===== config.mk =====
export PLATFORM = sky130hd
export DESIGN_NAME = ac_power_energy_accumulator_unit
export DESIGN_NICKNAME = d
export VERILOG_FILES = /design/src/hw/rtl/acpea_pkg.sv /design/src/hw/rtl/acpea_front.sv /design/src/hw/rtl/acpea_queue.sv /design/src/hw/rtl/acpea_div.sv /design/src/hw/rtl/acpea_back.sv /design/src/hw/rtl/ac_power_energy_accumulator_unit.sv
export SDC_FILE = /design/constraint.sdc
export NUM_CORES = 2
export LEC_CHECK = 0
export ABC_AREA = 1
export BUFFER_PORTS_ARGS = -buffer_cell sky130_fd_sc_hd__buf_2
export CAP_MARGIN = 0
export CORE_MARGIN = 2
export CORE_UTILIZATION = 59
export CTS_BUF_LIST = sky130_fd_sc_hd__clkbuf_4
export CTS_CLUSTER_SIZE = 16
export DETAILED_ROUTE_END_ITERATION = 8
export PLACE_DENSITY = 0.8
export SLEW_MARGIN = 15
export SYNTH_ARGS = -nofsm -noshare
export SYNTH_HDL_FRONTEND = slang
export SYNTH_SLANG_ARGS = --single-unit

===== constraint.sdc =====
create_clock -name clock -period 27.5 [get_ports clock]
set_input_delay 5.5 -clock clock [delete_from_list [all_inputs] [get_ports clock]]
set_output_delay 5.5 -clock clock [all_outputs]
set_load 0.005 [all_outputs]

===== src/hw/rtl/acpea_pkg.sv =====
// shared types and constants for the ac power energy accumulator
// no dependencies; imported by every module of the block

package acpea_pkg;

   localparam int POWER_W     = 31;
   localparam int ENERGY_W    = 48;
   localparam int TICK_W      = 6;
   localparam int NUM_PERIODS = 5;
   localparam int SAMPLE_W    = 16;
   localparam int VI_W        = 2 * SAMPLE_W;
   localparam int PROD_W      = VI_W + SAMPLE_W;

   // bit positions in the tick vector: second, then minute .. year
   localparam int TICK_SECOND = 0;

   localparam logic [POWER_W-1:0]  POWER_MAX  = {POWER_W{1'b1}};
   localparam logic [ENERGY_W-1:0] ENERGY_MAX = {ENERGY_W{1'b1}};

   typedef struct packed {
      logic [SAMPLE_W-1:0] voltage;
      logic [SAMPLE_W-1:0] current;
      logic [SAMPLE_W-1:0] power_factor;
      logic                second_tick;
      logic                minute_tick;
      logic                hour_tick;
      logic                day_tick;
      logic                month_tick;
      logic                year_tick;
   } req_type;

   typedef struct packed {
      logic [POWER_W-1:0]  power;
      logic [POWER_W-1:0]  energy_second;
      logic [ENERGY_W-1:0] energy_minute;
      logic [ENERGY_W-1:0] energy_hour;
      logic [ENERGY_W-1:0] energy_day;
      logic [ENERGY_W-1:0] energy_month;
      logic [ENERGY_W-1:0] energy_year;
      logic                energy_updated;
   } rsp_type;

   // one item as it travels from the front end to the back end
   typedef struct packed {
      logic [POWER_W-1:0] power;
      logic [TICK_W-1:0]  ticks;
   } item_type;

   typedef enum logic [1:0] {
      BK_IDLE,
      BK_DIV,
      BK_FIN
   } back_state_type;

endpackage


===== src/hw/rtl/acpea_front.sv =====
// front end: takes request transfers and forms the saturated power in two stages
// depends on acpea_pkg

module acpea_front import acpea_pkg::*; (
   input  logic     clock,
   input  logic     reset,
   input  logic     req_valid,
   output logic     req_stall,
   input  req_type  req_data,
   output logic     q_push,
   output item_type q_item,
   input  logic     q_full
);

   logic                 s1_valid_ff, s1_valid_in;
   logic [VI_W-1:0]      vi_ff, vi_in;
   logic [SAMPLE_W-1:0]  pf_ff, pf_in;
   logic [TICK_W-1:0]    t1_ff, t1_in;
   logic                 s2_valid_ff, s2_valid_in;
   item_type             item2_ff, item2_in;

   logic                 s2_free, s1_move, s1_free, accept;
   logic [PROD_W-1:0]    prod;
   logic [POWER_W:0]     pwr_raw;

   assign s2_free   = !s2_valid_ff || !q_full;
   assign s1_move   = s1_valid_ff && s2_free;
   assign s1_free   = !s1_valid_ff || s1_move;
   assign req_stall = !s1_free;
   assign accept    = req_valid && s1_free;

   assign prod    = PROD_W'(vi_ff) * PROD_W'(pf_ff);
   assign pwr_raw = prod[PROD_W-1:SAMPLE_W];

   always_comb begin
      s1_valid_in = s1_valid_ff;
      vi_in       = vi_ff;
      pf_in       = pf_ff;
      t1_in       = t1_ff;
      if (accept) begin
         s1_valid_in = 1'b1;
         vi_in       = VI_W'(req_data.voltage) * VI_W'(req_data.current);
         pf_in       = req_data.power_factor;
         t1_in       = {req_data.year_tick, req_data.month_tick, req_data.day_tick,
                        req_data.hour_tick, req_data.minute_tick, req_data.second_tick};
      end else if (s1_move) begin
         s1_valid_in = 1'b0;
      end
   end

   always_comb begin
      s2_valid_in = s2_valid_ff && q_full;
      item2_in    = item2_ff;
      if (s1_move) begin
         s2_valid_in    = 1'b1;
         // power factor above one can push the product past 31 bits
         item2_in.power = pwr_raw[POWER_W] ? POWER_MAX : pwr_raw[POWER_W-1:0];
         item2_in.ticks = t1_ff;
      end
   end

   always_ff @(posedge clock) begin
      if (reset) begin
         s1_valid_ff <= 1'b0;
         s2_valid_ff <= 1'b0;
      end else begin
         s1_valid_ff <= s1_valid_in;
         s2_valid_ff <= s2_valid_in;
      end
      vi_ff    <= vi_in;
      pf_ff    <= pf_in;
      t1_ff    <= t1_in;
      item2_ff <= item2_in;
   end

   assign q_push = s2_valid_ff;
   assign q_item = item2_ff;

endmodule


===== src/hw/rtl/acpea_queue.sv =====
// two-entry queue between the front end and the back end
// depends on acpea_pkg

module acpea_queue import acpea_pkg::*; (
   input  logic     clock,
   input  logic     reset,
   input  logic     push,
   input  item_type push_item,
   output logic     full,
   input  logic     pop,
   output logic     head_valid,
   output item_type head_item
);

   logic [1:0] count_ff, count_in;
   item_type   d0_ff, d0_in;
   item_type   d1_ff, d1_in;
   logic       do_push, do_pop;
   logic [1:0] wr_idx;

   assign full       = (count_ff == 2'd2);
   assign head_valid = (count_ff != 2'd0);
   assign head_item  = d0_ff;
   assign do_push    = push && !full;
   assign do_pop     = pop && head_valid;
   assign wr_idx     = count_ff - {1'b0, do_pop};

   always_comb begin
      d0_in    = d0_ff;
      d1_in    = d1_ff;
      count_in = count_ff + {1'b0, do_push} - {1'b0, do_pop};
      if (do_pop) begin
         d0_in = d1_ff;
      end
      if (do_push) begin
         if (wr_idx == 2'd0) begin
            d0_in = push_item;
         end else begin
            d1_in = push_item;
         end
      end
   end

   always_ff @(posedge clock) begin
      if (reset) begin
         count_ff <= 2'd0;
      end else begin
         count_ff <= count_in;
      end
      d0_ff <= d0_in;
      d1_ff <= d1_in;
   end

endmodule


===== src/hw/rtl/acpea_div.sv =====
// window average by reciprocal multiplication, summing four partial products in turn
// depends on acpea_pkg

module acpea_div import acpea_pkg::*; #(
   parameter int WINDOW_SAMPLES = 50,
   parameter int DIVIDEND_W     = 38
) (
   input  logic                  clock,
   input  logic                  reset,
   input  logic                  start,
   input  logic [DIVIDEND_W-1:0] dividend,
   output logic [DIVIDEND_W-1:0] quotient,
   output logic                  done
);

   // floor(x * RECIP / 2^SHIFT) equals floor(x / WINDOW_SAMPLES) for every dividend
   localparam int LOG_W   = $clog2(WINDOW_SAMPLES);
   localparam int SHIFT   = DIVIDEND_W + LOG_W;
   localparam int RECIP_W = DIVIDEND_W + 1;
   localparam int PART_W  = (RECIP_W + 1) / 2;
   localparam int OPND_W  = 2 * PART_W;
   localparam int ACC_W   = 4 * PART_W;
   localparam logic [63:0] RECIP_WIDE =
      ((64'd1 << SHIFT) / 64'(WINDOW_SAMPLES)) + 64'd1;
   localparam logic [OPND_W-1:0] RECIP = RECIP_WIDE[OPND_W-1:0];

   logic [OPND_W-1:0] x_ff, x_in;
   logic [ACC_W-1:0]  acc_ff, acc_in;
   logic [1:0]        step_ff, step_in;
   logic              busy_ff, busy_in;
   logic              done_ff, done_in;
   logic [PART_W-1:0] op_a, op_b;
   logic [OPND_W-1:0] part;
   logic [ACC_W-1:0]  part_sh;

   // step bit 1 picks the dividend half, bit 0 the reciprocal half
   assign op_a = step_ff[1] ? x_ff[OPND_W-1:PART_W] : x_ff[PART_W-1:0];
   assign op_b = step_ff[0] ? RECIP[OPND_W-1:PART_W] : RECIP[PART_W-1:0];
   assign part = OPND_W'(op_a) * OPND_W'(op_b);

   always_comb begin
      case (step_ff)
         2'd0:    part_sh = ACC_W'(part);
         2'd3:    part_sh = ACC_W'(part) << (2 * PART_W);
         default: part_sh = ACC_W'(part) << PART_W;
      endcase
   end

   always_comb begin
      x_in    = x_ff;
      acc_in  = acc_ff;
      step_in = step_ff;
      busy_in = busy_ff;
      done_in = 1'b0;
      if (start) begin
         x_in    = OPND_W'(dividend);
         acc_in  = '0;
         step_in = '0;
         busy_in = 1'b1;
      end else if (busy_ff) begin
         acc_in  = acc_ff + part_sh;
         step_in = step_ff + 1'b1;
         if (step_ff == 2'd3) begin
            busy_in = 1'b0;
            done_in = 1'b1;
         end
      end
   end

   always_ff @(posedge clock) begin
      if (reset) begin
         busy_ff <= 1'b0;
         done_ff <= 1'b0;
      end else begin
         busy_ff <= busy_in;
         done_ff <= done_in;
      end
      x_ff    <= x_in;
      acc_ff  <= acc_in;
      step_ff <= step_in;
   end

   assign quotient = DIVIDEND_W'(acc_ff >> SHIFT);
   assign done     = done_ff;

endmodule


===== src/hw/rtl/acpea_back.sv =====
// back end: window sum, pending ticks, period accumulators and the result register
// depends on acpea_pkg and acpea_div

module acpea_back import acpea_pkg::*; #(
   parameter int WINDOW_SAMPLES = 50
) (
   input  logic     clock,
   input  logic     reset,
   input  logic     item_valid,
   input  item_type item,
   output logic     item_pop,
   output logic     rsp_valid,
   input  logic     rsp_stall,
   output rsp_type  rsp_data
);

   localparam int CNT_W      = $clog2(WINDOW_SAMPLES);
   localparam int SUM_W      = POWER_W + CNT_W;
   localparam int DIVIDEND_W = SUM_W + 1;
   localparam logic [CNT_W-1:0] FULL_COUNT = CNT_W'(WINDOW_SAMPLES - 1);

   back_state_type       state_ff, state_in;
   logic [CNT_W-1:0]     fill_ff, fill_in;
   logic [SUM_W-1:0]     sum_ff, sum_in;
   logic [TICK_W-1:0]    latched_ff, latched_in;
   logic [POWER_W-1:0]   second_ff, second_in;
   logic [ENERGY_W-1:0]  period_ff [NUM_PERIODS];
   logic [ENERGY_W-1:0]  period_in [NUM_PERIODS];
   logic [POWER_W-1:0]   pwr_ff, pwr_in;
   logic                 rsp_valid_ff, rsp_valid_in;
   rsp_type              rsp_data_ff, rsp_data_in;

   logic                  out_free, full, div_start, div_done, finish, load_rsp;
   logic [TICK_W-1:0]     ticks_all;
   logic [DIVIDEND_W-1:0] dividend, quotient;
   logic [ENERGY_W:0]     acc_sum [NUM_PERIODS];

   assign out_free  = !rsp_valid_ff || !rsp_stall;
   assign ticks_all = latched_ff | item.ticks;
   assign full      = (fill_ff == FULL_COUNT);
   assign dividend  = DIVIDEND_W'(sum_ff) + DIVIDEND_W'(item.power);

   acpea_div #(
      .WINDOW_SAMPLES (WINDOW_SAMPLES),
      .DIVIDEND_W     (DIVIDEND_W)
   ) u_div (
      .clock    (clock),
      .reset    (reset),
      .start    (div_start),
      .dividend (dividend),
      .quotient (quotient),
      .done     (div_done)
   );

   // next state
   always_comb begin
      state_in = state_ff;
      case (state_ff)
         BK_IDLE: begin
            if (item_valid && out_free && full && ticks_all[TICK_SECOND]) begin
               state_in = BK_DIV;
            end
         end
         BK_DIV: begin
            if (div_done) begin
               state_in = BK_FIN;
            end
         end
         BK_FIN: begin
            if (out_free) begin
               state_in = BK_IDLE;
            end
         end
         default: state_in = BK_IDLE;
      endcase
   end

   // control outputs
   always_comb begin
      item_pop  = 1'b0;
      div_start = 1'b0;
      finish    = 1'b0;
      case (state_ff)
         BK_IDLE: begin
            item_pop  = item_valid && out_free;
            div_start = item_valid && out_free && full && ticks_all[TICK_SECOND];
         end
         BK_FIN: begin
            finish = out_free;
         end
         default: begin
            item_pop = 1'b0;
         end
      endcase
   end

   assign load_rsp = (item_pop && !div_start) || finish;

   always_comb begin
      for (int k = 0; k < NUM_PERIODS; k++) begin
         acc_sum[k] = {1'b0, period_ff[k]} + (ENERGY_W + 1)'(quotient[POWER_W-1:0]);
      end
   end

   always_comb begin
      fill_in    = fill_ff;
      sum_in     = sum_ff;
      latched_in = latched_ff;
      second_in  = second_ff;
      pwr_in     = pwr_ff;
      for (int k = 0; k < NUM_PERIODS; k++) begin
         period_in[k] = period_ff[k];
      end
      if (item_pop) begin
         pwr_in = item.power;
         if (!full) begin
            sum_in     = sum_ff + SUM_W'(item.power);
            fill_in    = fill_ff + 1'b1;
            latched_in = ticks_all;
         end else begin
            // window full: period boundaries clear first
            for (int k = 0; k < NUM_PERIODS; k++) begin
               if (ticks_all[k+1]) begin
                  period_in[k] = '0;
               end
            end
            latched_in = '0;
         end
      end
      if (finish) begin
         second_in = quotient[POWER_W-1:0];
         for (int k = 0; k < NUM_PERIODS; k++) begin
            period_in[k] = acc_sum[k][ENERGY_W] ? ENERGY_MAX : acc_sum[k][ENERGY_W-1:0];
         end
         sum_in     = '0;
         fill_in    = '0;
         latched_in = '0;
      end
   end

   always_comb begin
      rsp_data_in.power          = item_pop ? item.power : pwr_ff;
      rsp_data_in.energy_second  = second_in;
      rsp_data_in.energy_minute  = period_in[0];
      rsp_data_in.energy_hour    = period_in[1];
      rsp_data_in.energy_day     = period_in[2];
      rsp_data_in.energy_month   = period_in[3];
      rsp_data_in.energy_year    = period_in[4];
      rsp_data_in.energy_updated = finish || (item_pop && full);
      if (load_rsp) begin
         rsp_valid_in = 1'b1;
      end else begin
         rsp_valid_in = rsp_valid_ff && rsp_stall;
      end
   end

   always_ff @(posedge clock) begin
      if (reset) begin
         state_ff     <= BK_IDLE;
         fill_ff      <= '0;
         sum_ff       <= '0;
         latched_ff   <= '0;
         second_ff    <= '0;
         rsp_valid_ff <= 1'b0;
         for (int k = 0; k < NUM_PERIODS; k++) begin
            period_ff[k] <= '0;
         end
      end else begin
         state_ff     <= state_in;
         fill_ff      <= fill_in;
         sum_ff       <= sum_in;
         latched_ff   <= latched_in;
         second_ff    <= second_in;
         rsp_valid_ff <= rsp_valid_in;
         for (int k = 0; k < NUM_PERIODS; k++) begin
            period_ff[k] <= period_in[k];
         end
      end
      pwr_ff <= pwr_in;
      if (load_rsp) begin
         rsp_data_ff <= rsp_data_in;
      end
   end

   assign rsp_valid = rsp_valid_ff;
   assign rsp_data  = rsp_data_ff;

endmodule


===== src/hw/rtl/ac_power_energy_accumulator_unit.sv =====
// ac power energy accumulator, top level
// depends on acpea_pkg, acpea_front, acpea_queue, acpea_back (and acpea_div)
//
// usage:
//  - req channel: one voltage, current and power-factor sample plus six
//    boundary ticks per transfer; rsp channel: exactly one result per request
//  - a transfer happens when valid is high and stall is low
//  - when the item needs no averaging, its result passes through both front-end
//    stages, the queue and the result register; the back end then takes one
//    item per cycle while no result waits on rsp_stall
//  - an item that completes the window while a second tick is pending or comes
//    with it forms the average by reciprocal multiplication in four partial
//    products; the back end takes no further item until its result is loaded
//  - the front end forms power with two multiplier stages and feeds a
//    two-entry queue, so it keeps taking requests while the back end averages
//    or a result waits; req_stall rises only once the queue and both stages fill
//  - the result register holds its value while rsp_stall is high
//  - synchronous reset clears the window, pending ticks, second energy and all
//    period accumulators; no result is pending after reset

module ac_power_energy_accumulator_unit import acpea_pkg::*; #(
   parameter int WINDOW_SAMPLES = 50
) (
   input  logic    clock,
   input  logic    reset,
   input  logic    req_valid,
   output logic    req_stall,
   input  req_type req_data,
   output logic    rsp_valid,
   input  logic    rsp_stall,
   output rsp_type rsp_data
);

   logic     q_push, q_full, head_valid, head_pop;
   item_type q_item, head_item;

   acpea_front u_front (
      .clock     (clock),
      .reset     (reset),
      .req_valid (req_valid),
      .req_stall (req_stall),
      .req_data  (req_data),
      .q_push    (q_push),
      .q_item    (q_item),
      .q_full    (q_full)
   );

   acpea_queue u_queue (
      .clock      (clock),
      .reset      (reset),
      .push       (q_push),
      .push_item  (q_item),
      .full       (q_full),
      .pop        (head_pop),
      .head_valid (head_valid),
      .head_item  (head_item)
   );

   acpea_back #(
      .WINDOW_SAMPLES (WINDOW_SAMPLES)
   ) u_back (
      .clock      (clock),
      .reset      (reset),
      .item_valid (head_valid),
      .item       (head_item),
      .item_pop   (head_pop),
      .rsp_valid  (rsp_valid),
      .rsp_stall  (rsp_stall),
      .rsp_data   (rsp_data)
   );

endmodule


# Word level (Yosys, flattened, before mapping)
# Memory sizes are Yosys's and may differ from the RTL's.
# Index checks and enable logic that the tools add are counted.
totals:
  reg_bits: 708
  out_inout_bits: 305
  n_memories: 1
  latchBits: 0
  in_bits: 58
  ram_bits: 240
  romBits: 0
  wordCells: 144
mem_list:
  columns: ["name", "words", "word_bits", "rd", "rd_ports_with_merged_regs", "write_ports", "line_no", "source"]
  rows:
  - ["u_back.period_ff", 5, 48, 5, 0, 5, "acpea_back.sv:27", "logic [ENERGY_W-1:0] period_ff [NUM_PERIODS];"]
classes:
  eq_ne: 8
  div: 0
  mul: 3
  add_sub_neg: 13
  shifts: 0
  n_bitwise: 9
  order_cmp: 0
  reduce_logical: 33
  mux: 45
ops:
  columns: ["operator", "count"]
  rows:
  - ["$mux W240", 3]
  - ["$mux W48", 15]
  - ["$add A48 B31 Y49", 5]
  - ["$pmux W79 S2", 1]
  - ["$mux W37", 3]
  - ["$add A80 B79 Y80", 1]
  - ["$mux W31", 2]
  - ["$mul A32 B16 Y48", 1]
  - ["$mul A20 B19 Y39", 1]
  - ["$add A37 B31 Y38", 1]
  - ["$add A37 B31 Y37", 1]
  - ["$mul A16 B16 Y32", 1]
  - ["$mux W20", 1]
  - ["$mux W1", 15]
  - ["$logic_and A1 B1 Y1", 11]
  - ["$logic_not A1 Y1", 7]
  - ["$add A6 B1 Y6 const B", 1]
  - ["$eq A2 B2 Y1 const B", 3]
  - ["$eq A6 B6 Y1 const B", 1]
  - ["$logic_not A2 Y1", 3]
  - ["$mux W2", 3]
  - ["$mux W6", 1]
  - ["$or A6 B6 Y6", 1]
  - ["$pmux W2 S3", 1]
  - ["other kinds (14)", 28]

# Longest topological paths before layout
logic_depth:
  ltp_word: 10
  mapped_depth: 48
  mapped_depth_nobuf: 45

# Modules after synthesis
# A second synthesis with hierarchy kept.
unflattened:
  cells_unflattened: 13870
  hier_area_um2: 96113.4
modules_own_cells:
  columns: ["module", "cells_per_inst", "area_each_um2", "seq_area_each_um2", "n_inst"]
  rows:
  - ["acpea_back", 6553, 42934.9, 16185.5, 1]
  - ["acpea_front", 3717, 29090.4, 2772.7, 1]
  - ["acpea_div", 3224, 20895.0, 2822.7, 1]
  - ["acpea_queue", 376, 3193.1, 1891.8, 1]

# Least setup slack after synthesis
# No wires, ideal clock.
synth_timing:
  kind: "input to register"
  from: "input rsp_stall"
  to: "register u_back.rsp_data_ff, in the netlist u_back.rsp_data[0], enable pin"
  setup_slack_ps: -1575
  path_buffers: 0
  required_time_ps: 26114
  path_stages: 6
  arrival_time_ps: 27689
  setup_ps: 1386
  cell_sequence: "nand2_1 -> nand3_1 -> nor2_1 -> inv_2 -> nor2_1 -> o21ai_0"
synth_between:
  elab_chain_cells: 9
  word_cells_on_any_way: 11
  cone_classes: "mux (3); reduce/logical (8)"
synth_lines:
  columns: ["element", "line_no", "source"]
  rows:
  - ["start: declaration", "ac_power_energy_accumulator_unit.sv:30", "input logic rsp_stall,"]
  - ["$logic_not A1 Y1", "acpea_back.sv:38", "assign out_free = !rsp_valid_ff || !rsp_stall;"]
  - ["$logic_or A1 B1 Y1", "acpea_back.sv:38", null]
  - ["$logic_and A1 B1 Y1 (3 in a row)", "acpea_back.sv:86", "div_start = item_valid && out_free && full && ticks_all[TICK_SECOND];"]
  - ["$mux W1", "acpea_back.sv:83", "case (state_ff)"]
  - ["via u_back.div_start", "acpea_back.sv:33", "logic out_free, full, div_start, div_done, finish, load_rsp;"]
  - ["$logic_not A1 Y1", "acpea_back.sv:97", "assign load_rsp = (item_pop && !div_start) || finish;"]
  - ["$logic_and A1 B1 Y1", "acpea_back.sv:97", null]
  - ["$logic_or A1 B1 Y1", "acpea_back.sv:97", null]
  - ["via u_back.load_rsp", "acpea_back.sv:33", null]
  - ["end signal: assignment", "acpea_back.sv:181", "rsp_data_ff <= rsp_data_in;"]
  - ["end: declaration", "acpea_back.sv:31", "rsp_type rsp_data_ff, rsp_data_in;"]
# The timed path passes the listed nets, and every way through them passes these cells.
# A chain may end at the register's enable or synchronous reset.

# Worst setup path in the final report
layout_timing:
  from: "register u_back.u_div.step_ff[1]"
  to: "register u_back.u_div.acc_ff[51]"
layout_between:
  elab_chain_cells: 4
  word_cells_on_any_way: 6
  cone_classes: "add/sub (1); mul (1); eq/ne (1); mux (2); reduce/logical (1)"
layout_lines:
  columns: ["element", "line_no", "source"]
  rows:
  - ["start: declaration", "acpea_div.sv:29", "logic [1:0] step_ff, step_in;"]
  - ["start signal: assignment", "acpea_div.sv:80", "step_ff <= step_in;"]
  - ["$mux W20", "acpea_div.sv:37", "assign op_a = step_ff[1] ? x_ff[OPND_W-1:PART_W] : x_ff[PART_W-1:0];"]
  - ["$mul A20 B19 Y39", "acpea_div.sv:39", "assign part = OPND_W'(op_a) * OPND_W'(op_b);"]
  - ["$pmux W79 S2 (*)", "acpea_div.sv:42", "case (step_ff)"]
  - ["$add A80 B79 Y80 (*)", "acpea_div.sv:61", "acc_in = acc_ff + part_sh;"]
  - ["end signal: assignment", "acpea_div.sv:79", "acc_ff <= acc_in;"]
  - ["end: declaration", "acpea_div.sv:28", "logic [ACC_W-1:0] acc_ff, acc_in;"]
# Mark *: on every way between the ends. The rest lies on a longest branch, timed or not.

==> metrics <==
fin crit period 10450 ps; initial antenna violation count 22; critical path peak fanout 22; Yosys top cell area share 0.1707; port bufs 362; post-DP HPWL 243500 um; GR met3 Demand/Resource 0.08121; largest net degree at the start of global routing 82; endpoints failing setup 0; Primary FF master, synth dfxtp_1; Layout Nets 13990; Total Neg Setup Slack 0 ps; global-route met2 utilization 0.6210; Root Driver clkbuf_4; register clock-pin slew on the reported worst setup and hold paths 80 ps; number of synthesized register bits 943; most common cell in the netlist nand2_1; wire per inst 21.07 um; worst setup margin 17050 ps; Crit path required time 28680 ps; CTS buffer count 280; sequential fraction of the synthesis area 0.2620; Avg Cell Area, Syn 7.425 sq um; # fillers 13440; layout cell share with drive strength beyond 1 0.08660; DRT iter0 DRCs 8647; num ports 363; H-tree depth 5; gr usage total 0.3955; FF-to-FF setup slack 17050 ps; Arr. time, crit path 11630 ps; busiest grt layer met2; CTS tree yes; synthesized cell area 89960 sq um; outcome finished, final reports clean; critical path capture point type flip-flop; routing usage on met1 0.5158; Critical Path Start Type flip-flop; die height 394.5 um; # hold bufs at CTS 0; RSZ-0062 raised after global routing false; full die area 155600 sq um; worst hold path class flip-flop to flip-flop; Residual DRC 0; final wirelength 310500 um; Vias 83430; max cap viols 0; worst-case clock buffer depth 4; Yosys top cell by area fa_1; relative slew slack 0.2288; Final Max Tran Viols 0; core area 151700 sq um; post-synth cell types 60; row count 143; Die X 394.5 um; Syn. warnings 0; Slew @ Worst Pin 1145 ps; global-route wire length before repair 473700 um; Post-synth EDFFs 469; asr flop ratio synth 0; Mapped Cells 12120; Max Clock Freq 95.70 MHz; drt pass-1 iters 8; Post-DRT Antenna Nets 0; Vias/cell 5.660; clk sinks 943; vias in the first global route 83590; critical path type flip-flop to flip-flop; Synth-to-Final Area Change 8.003%; post-CTS sizing 0; slowest stage delay, CP 720 ps; Slowest-stage cell, CP dfxtp_1; setup bufs post-CTS 0; Routability Congestion 1.058; final worst-path cycle share 0.3800; leading cell types by count after synthesis 3006 x nand2_1, 2413 x inv_1, 1263 x nor2_1; most used cell, CP inv_1; total gr overflow 0; Initial Util 0.5929; Worst Skew 130.1 ps; Synth Net Count 13620; dpl ws 16140 ps; Synth area leaders fa_1 17%, edfxtp_1 16%, nand2_1 13%; Hold Vio Cnt, Final 0; clock latency on the worst-skew pair 1350 ps
==> metal layers <==
metal  vias to the layer above  routed length, um  share of wire
met2                      4264             138100           0.44
li1                      38530                  -              -
met1                     39690             123200           0.40
met5                         -                 64        0.00021
met3                       934              31100           0.10
met4                        10              18090          0.058
==> per-stage QoR <==
step | cells | util | cell area, sq um | hold slack (ps)
6_report | 14740 | 0.6403 | 97160 | 412.5
5_1_grt | 14740 | 0.6403 | 97140 | 409.2
4_1_cts | 14720 | 0.6400 | 97110 | 412.5
3_5_place_dp | 14230 | 0.6164 | 93520 | 411.7
3_3_place_gp | 14230 | 0.6164 | 93520 | 419.5
2_1_floorplan | 12120 | - | 89960 | 400.3
==> layout by cell type (no fill, tap or decap), types with 23 or more instances in the layout <==
cell type,count
nand4_1,95
o21bai_1,82
or2_2,63
inv_1,2412
o21ai_2,28
o21a_1,32
fa_1,767
o211ai_1,23
nand3_1,419
edfxtp_1,469
a21oi_1,644
o21ai_0,521
a31oi_1,64
nor2_1,1262
a21o_1,36
buf_2,361
nand2_1,3005
o22ai_1,23
buf_4,86
ha_1,681
xnor2_1,107
nor4_1,28
xor2_1,181
clkbuf_4,416
nor2_2,24
clkinv_1,44
dfxtp_1,473
nor3_1,124
==> layout make-up <==
cell class,count,area (sq um),share of cell area
diodes,19,47.55,0.0004894
clock buffers,416,3123,0.03214
clock inverters,72,460.4,0.004739
inverters,2434,9145,0.09413
multi-input cells,8378,55800,0.5743
flip-flops and latches,943,23580,0.2427
well taps,2030,2540,0.02614
repair buffers,448,2467,0.02540
==> worst max-delay path, delay by kind of cell, from the launching register on <==
kind / cells / cell delay, ps
buf+inv: 9 / 1370
flops: 1 / 720
fa+ha+maj: 8 / 3760
compound gates: 7 / 1960
simple gates: 12 / 1950
xor+xnor: 1 / 500
==> flip-flops by register name, indices dropped and copies added (netlist names), 32 cells and up <==
signal,cells
u_back.period_ff,240
u_back.rsp_data,303
u_back.sum_ff,37
u_back.u_div.acc_ff,75
u_back.u_div.x_ff,38
u_front.q_item,37
u_front.vi_ff,32
u_queue.d1_ff,37
u_queue.head_item,37
==> logic make-up after synthesis <==
logic type               count (synthesis)  synth area share
adder cells (fa/ha/maj)               1448            0.2654
flip-flops                             943            0.2620
AO/OA/AOI/OAI                         1532           0.09525
AND/OR/NAND/NOR                       5110            0.2310
buffers and inverters                 2795            0.1182
XOR/XNOR                               288           0.02804
==> final timing paths <==
| kind | startpoint | end | cells after the start |
|---|---|---|---|
| hold / removal | u_front.t1_ff[0] | u_front.q_item[0] | 0 |
| hold reg to reg | u_front.t1_ff[0] | u_front.q_item[0] | 0 |
| setup / recovery | u_back.u_div.step_ff[1] | u_back.u_div.acc_ff[51] | 37 |
| setup reg to reg | u_back.u_div.step_ff[1] | u_back.u_div.acc_ff[51] | 37 |
Power is left out: the tool's default activity adds up to more than one toggle a clock period on the data nets, which glitch-free logic cannot reach.
